===== src/rtl/core/joystick_rate_servo_jog_unit_macros.svh =====
// ----------------------------------------------------------------------------
// joystick rate servo jog unit assertion macros
// concurrent checks on clk, disabled while arst_n is low
// ----------------------------------------------------------------------------
`ifndef JOYSTICK_RATE_SERVO_JOG_UNIT_MACROS_SVH
`define JOYSTICK_RATE_SERVO_JOG_UNIT_MACROS_SVH

`ifndef SYNTH
`define JRSJ_ASSERT(name, cond, msg) \
	name: assert property (@(posedge clk) disable iff (!arst_n) (cond)) else $error(msg);
`define JRSJ_ASSERT_NEXT(name, pre, post, msg) \
	name: assert property (@(posedge clk) disable iff (!arst_n) (pre) |=> (post)) \
		else $error(msg);
`else
`define JRSJ_ASSERT(name, cond, msg)
`define JRSJ_ASSERT_NEXT(name, pre, post, msg)
`endif

`endif


===== src/rtl/core/jrsj_pkg.sv =====
// ----------------------------------------------------------------------------
// jrsj_pkg
// types, constants and the step interval function of the servo jog unit
// ----------------------------------------------------------------------------
package jrsj_pkg;

	localparam int NUM_AXES     = 4;
	localparam int STICK_INPUTS = 4;
	localparam int LANES        = (NUM_AXES < STICK_INPUTS) ? NUM_AXES : STICK_INPUTS;
	localparam int MASK_W       = 5;
	localparam int CLAW_BIT     = 4;

	localparam int STICK_W = 10;
	localparam int ANGLE_W = 7;
	localparam int TIME_W  = 32;
	localparam int IVL_W   = 10;
	localparam int MAG_W   = 10;
	localparam int PROD_W  = 20;
	localparam int PART_W  = 11;

	localparam int SLOW_INTERVAL   = 800;
	localparam int FAST_INTERVAL   = 250;
	localparam int FULL_SCALE_LOG2 = 9;
	localparam int FULL_SCALE      = 1 << FULL_SCALE_LOG2;
	localparam int PRESS_LOCKOUT   = 500;
	localparam int CLAW_PERIOD     = 250;

	typedef logic signed [STICK_W-1:0] stick_t;
	typedef logic signed [ANGLE_W-1:0] angle_t;
	typedef logic [TIME_W-1:0]         time_t;
	typedef logic [IVL_W-1:0]          ivl_t;

	localparam angle_t CLAW_OPEN_LIMIT  = 7'sd60;
	localparam angle_t CLAW_CLOSE_LIMIT = -7'sd30;
	localparam angle_t MIN_ANGLE_RESET  = -7'sd60;
	localparam angle_t MAX_ANGLE_RESET  = 7'sd60;

	localparam int CFG_IDX_W = 1;
	typedef enum logic [CFG_IDX_W-1:0] {
		REG_MIN_ANGLE = 1'b0,
		REG_MAX_ANGLE = 1'b1
	} cfg_reg_t;

	typedef struct packed {
		angle_t angle;
		logic   step;
	} lane_out_t;

	typedef struct packed {
		angle_t claw;
		logic   opening;
		logic   step;
	} claw_out_t;

	// 800 - ceil(|x| * 550 / 512)
	function automatic ivl_t step_interval(stick_t x);
		logic [MAG_W-1:0]  mag;
		logic [PROD_W-1:0] prod;
		logic [PART_W-1:0] part;
		mag  = x[STICK_W-1] ? MAG_W'(-x) : MAG_W'(x);
		prod = PROD_W'(mag) * PROD_W'(SLOW_INTERVAL - FAST_INTERVAL);
		part = PART_W'((prod + PROD_W'(FULL_SCALE - 1)) >> FULL_SCALE_LOG2);
		return IVL_W'(PART_W'(SLOW_INTERVAL) - part);
	endfunction

endpackage


===== src/rtl/core/jrsj_lane.sv =====
// ----------------------------------------------------------------------------
// jrsj_lane
// one joint axis: step interval, elapsed time check, angle step and clamp
// ----------------------------------------------------------------------------
module jrsj_lane import jrsj_pkg::*; (
	input  logic      clk,
	input  logic      arst_n,
	input  logic      load,
	input  stick_t    x,
	input  logic      adv,
	input  time_t     now,
	input  angle_t    min_angle,
	input  angle_t    max_angle,
	output lane_out_t res
);

	stick_t x_s1;
	ivl_t   ivl_s1;
	angle_t angle_q;
	time_t  last_q;

	time_t                    elapsed;
	logic                     fire;
	logic signed [ANGLE_W:0]  sum;
	logic signed [ANGLE_W:0]  lo;
	logic signed [ANGLE_W:0]  hi;
	logic signed [ANGLE_W:0]  clamped;

	always_ff @(posedge clk) begin
		if (load) begin
			x_s1   <= x;
			ivl_s1 <= step_interval(x);
		end
	end

	always_comb begin
		elapsed = now - last_q;
		fire    = (x_s1 != '0) && (elapsed >= TIME_W'(ivl_s1));
		sum     = (ANGLE_W+1)'(angle_q) + (x_s1[STICK_W-1] ? -8'sd1 : 8'sd1);
		lo      = (ANGLE_W+1)'(min_angle);
		hi      = (ANGLE_W+1)'(max_angle);
		clamped = sum;
		if (clamped > hi) begin
			clamped = hi;
		end
		if (clamped < lo) begin
			clamped = lo;
		end
		res.angle = fire ? angle_t'(clamped[ANGLE_W-1:0]) : angle_q;
		res.step  = fire;
	end

	always_ff @(posedge clk or negedge arst_n) begin
		if (!arst_n) begin
			angle_q <= '0;
			last_q  <= '0;
		end else if (adv && fire) begin
			angle_q <= res.angle;
			last_q  <= now;
		end
	end

endmodule


===== src/rtl/core/jrsj_claw.sv =====
// ----------------------------------------------------------------------------
// jrsj_claw
// button edge with press lockout, claw direction and periodic claw ramp
// ----------------------------------------------------------------------------
module jrsj_claw import jrsj_pkg::*; (
	input  logic      clk,
	input  logic      arst_n,
	input  logic      load,
	input  logic      button,
	input  logic      adv,
	input  time_t     now,
	output claw_out_t res
);

	logic   button_s1;
	time_t  press_q;
	time_t  last_q;
	logic   prev_q;
	logic   dir_q;
	angle_t claw_q;

	time_t since_press;
	time_t since_ramp;
	logic  toggle;
	logic  dir_n;
	logic  ramp;

	always_ff @(posedge clk) begin
		if (load) begin
			button_s1 <= button;
		end
	end

	always_comb begin
		since_press = now - press_q;
		since_ramp  = now - last_q;
		toggle      = button_s1 && !prev_q && (since_press >= TIME_W'(PRESS_LOCKOUT));
		dir_n       = dir_q ^ toggle;
		ramp        = since_ramp >= TIME_W'(CLAW_PERIOD);
		res.claw    = claw_q;
		if (ramp) begin
			if (dir_n) begin
				if (claw_q < CLAW_OPEN_LIMIT) begin
					res.claw = claw_q + 7'sd1;
				end
			end else begin
				if (claw_q > CLAW_CLOSE_LIMIT) begin
					res.claw = claw_q - 7'sd1;
				end
			end
		end
		res.opening = dir_n;
		res.step    = ramp;
	end

	always_ff @(posedge clk or negedge arst_n) begin
		if (!arst_n) begin
			press_q <= '0;
			last_q  <= '0;
			prev_q  <= 1'b0;
			dir_q   <= 1'b0;
			claw_q  <= '0;
		end else if (adv) begin
			prev_q <= button_s1;
			dir_q  <= dir_n;
			if (toggle) begin
				press_q <= now;
			end
			if (ramp) begin
				claw_q <= res.claw;
				last_q <= now;
			end
		end
	end

endmodule


===== src/rtl/core/joystick_rate_servo_jog_unit.sv =====
// ----------------------------------------------------------------------------
// joystick_rate_servo_jog_unit
// four joint axes jogged at a deflection dependent rate, plus a claw ramp
// ----------------------------------------------------------------------------
// each input word is one timer tick: four stick deflections and the button
// level. each accepted word gives exactly one output word with the four joint
// angles, the claw angle, the claw direction and a mask of servos moved.
// stage 1 registers the deflections and works out each axis step interval;
// stage 2 has one lane per axis plus the claw unit, all updating their state
// in the same cycle, and the merge registers the output word.
// throughput: one word per cycle while out_stall is low; the lanes update
// their state on each advance (32-bit elapsed tick compare and angle clamp).
// when out_stall holds the output word, stage 1 still takes one more word;
// in_stall rises only once both stages are full.
// reset clears the tick counter, the angles, the claw state and both
// pipeline valids; min_angle and max_angle return to -60 and 60.
// cfg_we writes min_angle (index 0) or max_angle (index 1); the user must
// write only while idle, as the block itself does not enforce it.
// ----------------------------------------------------------------------------
`include "joystick_rate_servo_jog_unit_macros.svh"

module joystick_rate_servo_jog_unit import jrsj_pkg::*; (
	input  logic                      clk,
	input  logic                      arst_n,
	input  logic                      cfg_we,
	input  logic [CFG_IDX_W-1:0]      cfg_index,
	input  logic [ANGLE_W-1:0]        cfg_data,
	input  logic                      in_valid,
	output logic                      in_stall,
	input  logic signed [STICK_W-1:0] stick1_x,
	input  logic signed [STICK_W-1:0] stick1_y,
	input  logic signed [STICK_W-1:0] stick2_x,
	input  logic signed [STICK_W-1:0] stick2_y,
	input  logic                      button,
	output logic                      out_valid,
	input  logic                      out_stall,
	output logic signed [ANGLE_W-1:0] angle0,
	output logic signed [ANGLE_W-1:0] angle1,
	output logic signed [ANGLE_W-1:0] angle2,
	output logic signed [ANGLE_W-1:0] angle3,
	output logic signed [ANGLE_W-1:0] claw,
	output logic                      opening,
	output logic [MASK_W-1:0]         update_mask
);

	logic   s1_valid_s1;
	logic   res_valid_q;
	time_t  now_q;
	angle_t min_q;
	angle_t max_q;

	angle_t            angle_res_q [STICK_INPUTS];
	angle_t            claw_res_q;
	logic              opening_res_q;
	logic [MASK_W-1:0] mask_res_q;

	logic      load;
	logic      adv;
	stick_t    stick_in [STICK_INPUTS];
	angle_t    angle_nx [STICK_INPUTS];
	logic      step_nx  [STICK_INPUTS];
	claw_out_t claw_res;

	assign adv      = s1_valid_s1 && (!res_valid_q || !out_stall);
	assign in_stall = s1_valid_s1 && res_valid_q && out_stall;
	assign load     = in_valid && !in_stall;

	assign stick_in[0] = stick1_x;
	assign stick_in[1] = stick1_y;
	assign stick_in[2] = stick2_x;
	assign stick_in[3] = stick2_y;

	// config registers
	always_ff @(posedge clk or negedge arst_n) begin
		if (!arst_n) begin
			min_q <= MIN_ANGLE_RESET;
			max_q <= MAX_ANGLE_RESET;
		end else if (cfg_we) begin
			unique case (cfg_reg_t'(cfg_index))
				REG_MIN_ANGLE: min_q <= angle_t'(cfg_data);
				REG_MAX_ANGLE: max_q <= angle_t'(cfg_data);
				default: ;
			endcase
		end
	end

	// pipeline control and tick counter
	always_ff @(posedge clk or negedge arst_n) begin
		if (!arst_n) begin
			s1_valid_s1 <= 1'b0;
			res_valid_q <= 1'b0;
			now_q       <= '0;
		end else begin
			if (load) begin
				s1_valid_s1 <= 1'b1;
			end else if (adv) begin
				s1_valid_s1 <= 1'b0;
			end
			if (adv) begin
				res_valid_q <= 1'b1;
				now_q       <= now_q + TIME_W'(1);
			end else if (!out_stall) begin
				res_valid_q <= 1'b0;
			end
		end
	end

	genvar g;
	generate
		for (g = 0; g < STICK_INPUTS; g++) begin : g_axis
			if (g < LANES) begin : g_lane
				lane_out_t lane_res;

				jrsj_lane u_lane (
					.clk       (clk),
					.arst_n    (arst_n),
					.load      (load),
					.x         (stick_in[g]),
					.adv       (adv),
					.now       (now_q),
					.min_angle (min_q),
					.max_angle (max_q),
					.res       (lane_res)
				);

				assign angle_nx[g] = lane_res.angle;
				assign step_nx[g]  = lane_res.step;
			end else begin : g_none
				assign angle_nx[g] = '0;
				assign step_nx[g]  = 1'b0;
			end
		end
	endgenerate

	jrsj_claw u_claw (
		.clk    (clk),
		.arst_n (arst_n),
		.load   (load),
		.button (button),
		.adv    (adv),
		.now    (now_q),
		.res    (claw_res)
	);

	// merge into the output word
	always_ff @(posedge clk) begin
		if (adv) begin
			for (int i = 0; i < STICK_INPUTS; i++) begin
				angle_res_q[i]   <= angle_nx[i];
				mask_res_q[i]    <= step_nx[i];
			end
			mask_res_q[CLAW_BIT] <= claw_res.step;
			claw_res_q           <= claw_res.claw;
			opening_res_q        <= claw_res.opening;
		end
	end

	assign out_valid   = res_valid_q;
	assign angle0      = angle_res_q[0];
	assign angle1      = angle_res_q[1];
	assign angle2      = angle_res_q[2];
	assign angle3      = angle_res_q[3];
	assign claw        = claw_res_q;
	assign opening     = opening_res_q;
	assign update_mask = mask_res_q;

	`JRSJ_ASSERT(a_claw_range, out_valid |-> (claw >= CLAW_CLOSE_LIMIT && claw <= CLAW_OPEN_LIMIT), "claw angle out of range")
	`JRSJ_ASSERT(a_stall_cause, in_stall |-> (s1_valid_s1 && out_valid), "input stalled with a free stage")
	`JRSJ_ASSERT_NEXT(a_adv_word, adv, out_valid, "advanced word not presented")

endmodule


===== config.mk =====
export PLATFORM = sky130hd
export DESIGN_NAME = joystick_rate_servo_jog_unit
export DESIGN_NICKNAME = d
export VERILOG_FILES = /design/src/rtl/core/jrsj_pkg.sv /design/src/rtl/core/jrsj_lane.sv /design/src/rtl/core/jrsj_claw.sv /design/src/rtl/core/joystick_rate_servo_jog_unit.sv
export VERILOG_INCLUDE_DIRS = /design/src /design/src/rtl/core
export SDC_FILE = /design/constraint.sdc
export NUM_CORES = 2
export LEC_CHECK = 0
export BUFFER_PORTS_ARGS = -buffer_cell sky130_fd_sc_hd__buf_4
export CAP_MARGIN = 20
export CORE_UTILIZATION = 50
export DETAILED_ROUTE_END_ITERATION = 10
export GPL_ROUTABILITY_DRIVEN = 0
export HOLD_SLACK_MARGIN = 0.05
export PLACE_DENSITY = 0.64
export RECOVER_POWER = 25
export SKIP_LAST_GASP = 1
export SLEW_MARGIN = 15
export SYNTH_ARGS = -nofsm -noshare
export SYNTH_HDL_FRONTEND = slang
export SYNTH_SLANG_ARGS = --single-unit

===== constraint.sdc =====
create_clock -name clk -period 12.4 [get_ports clk]
set_input_delay 2.48 -clock clk [delete_from_list [all_inputs] [get_ports clk]]
set_output_delay 2.48 -clock clk [all_outputs]
set_load 0.01 [all_outputs]

==> impl_results.md <==
* Mapped Cells at 4,382
* Failing checks: max-capacitance violations, max-slew violations
* First-pass GRT wire length at 161 mm
* Sequential share of the synthesized area at 27.1%
* Post-synth EDFFs at 122
* Distinct cell type count after synthesis at 100
* Finished Layout Cells at 5,514
* Slew Limit Fails at 129
* Largest net degree at the start of global routing at 96
* Max-cap check violation count at 2
* CTS tree: built
* DRC viols at 0
* WP buf/inv at 4
* Min-delay src: u_claw.prev_q
* Crit path launch: stick2_y[0]
* Setup crit end kind: register
* Share of cells above drive strength 1 at 11.2%
* Routed len/inst at 17.8 um
* Critical path, cell by cell: clkbuf_1, inv_1, ha_1, nand2b_1, o41ai_1, xnor2_1, ha_1, ha_1, ha_1, inv_1, fa_1, inv_1, ha_1, nor2b_1, o21ai_0, a21boi_1, or4b_2, a311o_1, xor2_1, or3b_2, o21ai_0, nor2b_1, o21ai_0, a211o_1
* Worst Hold Class: register to register
* Die Wd at 282 um
* Setup crit start kind: input port
* Die ar. at 0.0794 mm^2
* Leakage at 20.6 nW
* Clock Latency Late Sink at 0.62 ns
* Initial Util at 50.5%
* Resized Gates After CTS at 0
* #FFs+latches synth at 399
* M1 GR Usage at 34.4%
* Critical Path Most Common Cell: ha_1
* Congestion Overflow GR at 0
* GRT Total Usage at 25.1%
* HPWL Detailed at 74.3 mm
* Clock Tree Buf Depth at 3
* Sum Neg Setup Slack at 0 ns
* CTS buffer count at 50
* Met2 Usage GRT at 42.6%
* # rows at 102
* Min Tclk post-route at 8.48 ns
* CP Max Fanout at 7
* CP peak stage delay at 0.67 ns
* CTS clk-pin slew, worst paths at 0.06 ns
* Mapped Nets at 5,000
* Slowest cell on crit path: or4b_2
* Htree depth at 2
* Fin nets at 5,050
* Number of global-route vias before repair at 30,600
* Ys Warns at 0
* Placeable core area at 0.0775 mm^2
* First-pass DRT Iterations at 6
* Final Setup Violations at 0
* Die H at 282 um
* Worst path arrival time at 8.84 ns
* Required time of the worst setup path at 12.76 ns
* Diode count at 0
* Cell family with most CP delay: adder cells
* Via-to-Cell Ratio at 5.79
* Port bufs at 96
* Maximum clock rate at 118 MHz
* Clk_skew at 0.0284 ns
* Hold_ws at 0.471 ns
* Final Hold Fails at 0
* Peak VDD IR at 0.120 mV
* Power per cell area at 263 mW/mm^2
* Area delta synth->final at 8.72%
* Root buffer cell: clkbuf_16
* Top Usage Layer GRT: met2
* Mapped cell area at 0.0392 mm^2
* Sink Count at 399
* GR Util met3 at 2.62%
* RSZ-0062 raised after global routing: false
* Fraction of registers with async set or reset after synthesis at 69.4%
* Post-route clock period utilization at 68.4%
* Reg2reg start: now_q[0]
* Outcome: complete, but fails checks
* Via count at 31,900
* Initial antenna violation count at 0
* Main synth FF type: dfrtp_1
* Starting DRT DRC Count at 2,374
* Routed WL at 98.3 mm
* Post-CTS Setup Bufs at 0
* Placed cell count at 5,420
* Synth Area per Inst at 8.93 um^2
* Fill cell count at 7,218
* Remaining antenna violation count at 0
* Worst slew pin tran at 5.54 ns
* Ports at 97
* Hold_buf cts at 0
* Rel. slew slack at -269%
* Critical path class: input port to register
-- synth_stat cells, types with 9 or more instances --
master | n | area share, %
mux2i_1 | 33 | 0.84
o22ai_1 | 13 | 0.21
nand4_1 | 68 | 1.1
xnor2_1 | 202 | 4.5
o21ai_0 | 201 | 2.6
o21ai_1 | 32 | 0.41
a311oi_1 | 9 | 0.20
nor4_1 | 44 | 0.70
o21bai_1 | 40 | 0.77
fa_1 | 50 | 2.6
nand3_1 | 89 | 1.1
xor2_1 | 98 | 2.2
dfrtp_1 | 271 | 17
ha_1 | 514 | 16
clkbuf_1 | 99 | 0.95
o2111ai_1 | 18 | 0.40
nor3_1 | 70 | 0.89
o21a_1 | 44 | 0.84
and4_1 | 9 | 0.20
nand2_1 | 277 | 2.7
nand2b_1 | 50 | 0.80
a21oi_1 | 282 | 3.6
or4_1 | 13 | 0.25
a2111oi_0 | 20 | 0.45
a211o_1 | 14 | 0.31
mux2_2 | 259 | 7.4
nor2b_1 | 51 | 0.81
or3_1 | 37 | 0.59
a21o_1 | 130 | 2.5
and2_1 | 35 | 0.56
mux2_4 | 9 | 0.35
or2_2 | 12 | 0.19
inv_1 | 511 | 4.9
buf_2 | 27 | 0.35
a31oi_1 | 32 | 0.51
a211oi_1 | 49 | 0.94
o211ai_1 | 30 | 0.58
o31ai_1 | 22 | 0.42
edfxtp_1 | 122 | 9.4
and3_1 | 53 | 0.85
o31a_1 | 17 | 0.38
nand3b_1 | 10 | 0.19
nor2_1 | 240 | 2.3
-- layout by cell type (no fill, tap or decap), types with 40 or more instances in the layout --
cell type / n
and3_1: 53
edfxtp_1: 122
a211oi_1: 49
a21o_1: 130
a21oi_1: 282
nor2_1: 240
o21bai_1: 40
nor3_1: 69
o21a_1: 44
nand2_1: 276
nand4_1: 68
clkbuf_1: 53
o21ai_0: 201
nor4_1: 44
buf_4: 94
xor2_1: 98
nand2b_1: 50
fa_1: 50
mux2_2: 259
ha_1: 514
clkbuf_16: 56
nand3_1: 88
inv_1: 511
xnor2_1: 202
dfrtp_1: 271
nor2b_1: 51
-- logic make-up (layout without fill, tap and decap cells) --
logic type / count (synthesis) / count (layout) / synth area share, %
AOI/OAI and AO/OA: 1080 / 1080 / 18.2
xor gates and xnor gates: 300 / 300 / 6.71
adders and majority gates: 564 / 564 / 19.0
buffers and inverters: 653 / 745 / 6.45
DFF: 399 / 399 / 27.1
muxes: 301 / 301 / 8.64
and+or+nand+nor: 1085 / 1085 / 13.9
-- layout make-up --
class / count / area (um^2) / area share, %
Inverter: 512 / 1920 / 4.51
Timing Repair Buffer: 139 / 882 / 2.07
Sequential cell: 399 / 10600 / 24.9
Clock buffer: 78 / 1600 / 3.77
Multi-Input combinational cell: 3330 / 26000 / 61.2
Tap cell: 1040 / 1300 / 3.06
Clock inverter: 16 / 215 / 0.506
-- state kept, by name, indices dropped and copies added, names as in the netlist, 28 cells and up --
register,cells
angle_res_q,28
g_axis.g_lane.u_lane.angle_q,28
g_axis.g_lane.u_lane.ivl_s1,40
g_axis.g_lane.u_lane.last_q,128
g_axis.g_lane.u_lane.x_s1,40
now_q,32
u_claw.last_q,32
u_claw.press_q,32
-- per-layer routing --
| metal | vias to the layer above | share of wire [%] |
|---|---|---|
| met5 | - | 0 |
| met4 | 0 | 2.0 |
| met3 | 120 | 4.1 |
| met2 | 673 | 47 |
| met1 | 15300 | 47 |
| li1 | 15900 | - |
-- metrics by stage --
stage | setup slack, ns | cell area [um^2] | power (mW) | util [%]
floorplan | 4.08 | 39200 | 7.91 | -
global placement | 3.50 | 40900 | 9.44 | 52.8
detailed placement | 3.39 | 40900 | 9.53 | 52.8
CTS | 4.02 | 42700 | 11.2 | 55.2
global route | 3.51 | 42600 | 12.2 | 55.0
finish | 3.92 | 42600 | 11.2 | 55.0
-- worst paths after layout --
kind / cells after the start / to / slack (ns)
worst min register to register: 2 / u_claw.prev_q / 0.47
max in group asynchronous: 3 / g_axis[2].g_lane.u_lane.last_q[4] / 4.81
min in group asynchronous: 1 / g_axis[3].g_lane.u_lane.angle_q[1] / 3.90
worst max register to register: 23 / g_axis[2].g_lane.u_lane.last_q[24] / 5.87
worst max-delay path: 24 / g_axis[3].g_lane.u_lane.ivl_s1[8] / 3.92
worst min-delay path: 2 / u_claw.prev_q / 0.47
-- power breakdown --
group	switching, mW	internal (mW)
Sequential	0.183	1.82
Combinational	4.11	3.47
Clock	0.608	0.991
-- worst reg2reg max path: cells and delay by family (launching register included) --
kind | cells | cell delay (ns)
AO/OA/AOI/OAI | 10 | 2.56
AND/OR/NAND/NOR | 6 | 1.34
adder cells (fa/ha/maj) | 3 | 0.96
buffers and inverters | 2 | 0.54
multiplexers | 1 | 0.45
flip-flops | 1 | 0.40
XOR/XNOR | 1 | 0.14
Power figures use the tool's default switching activity.
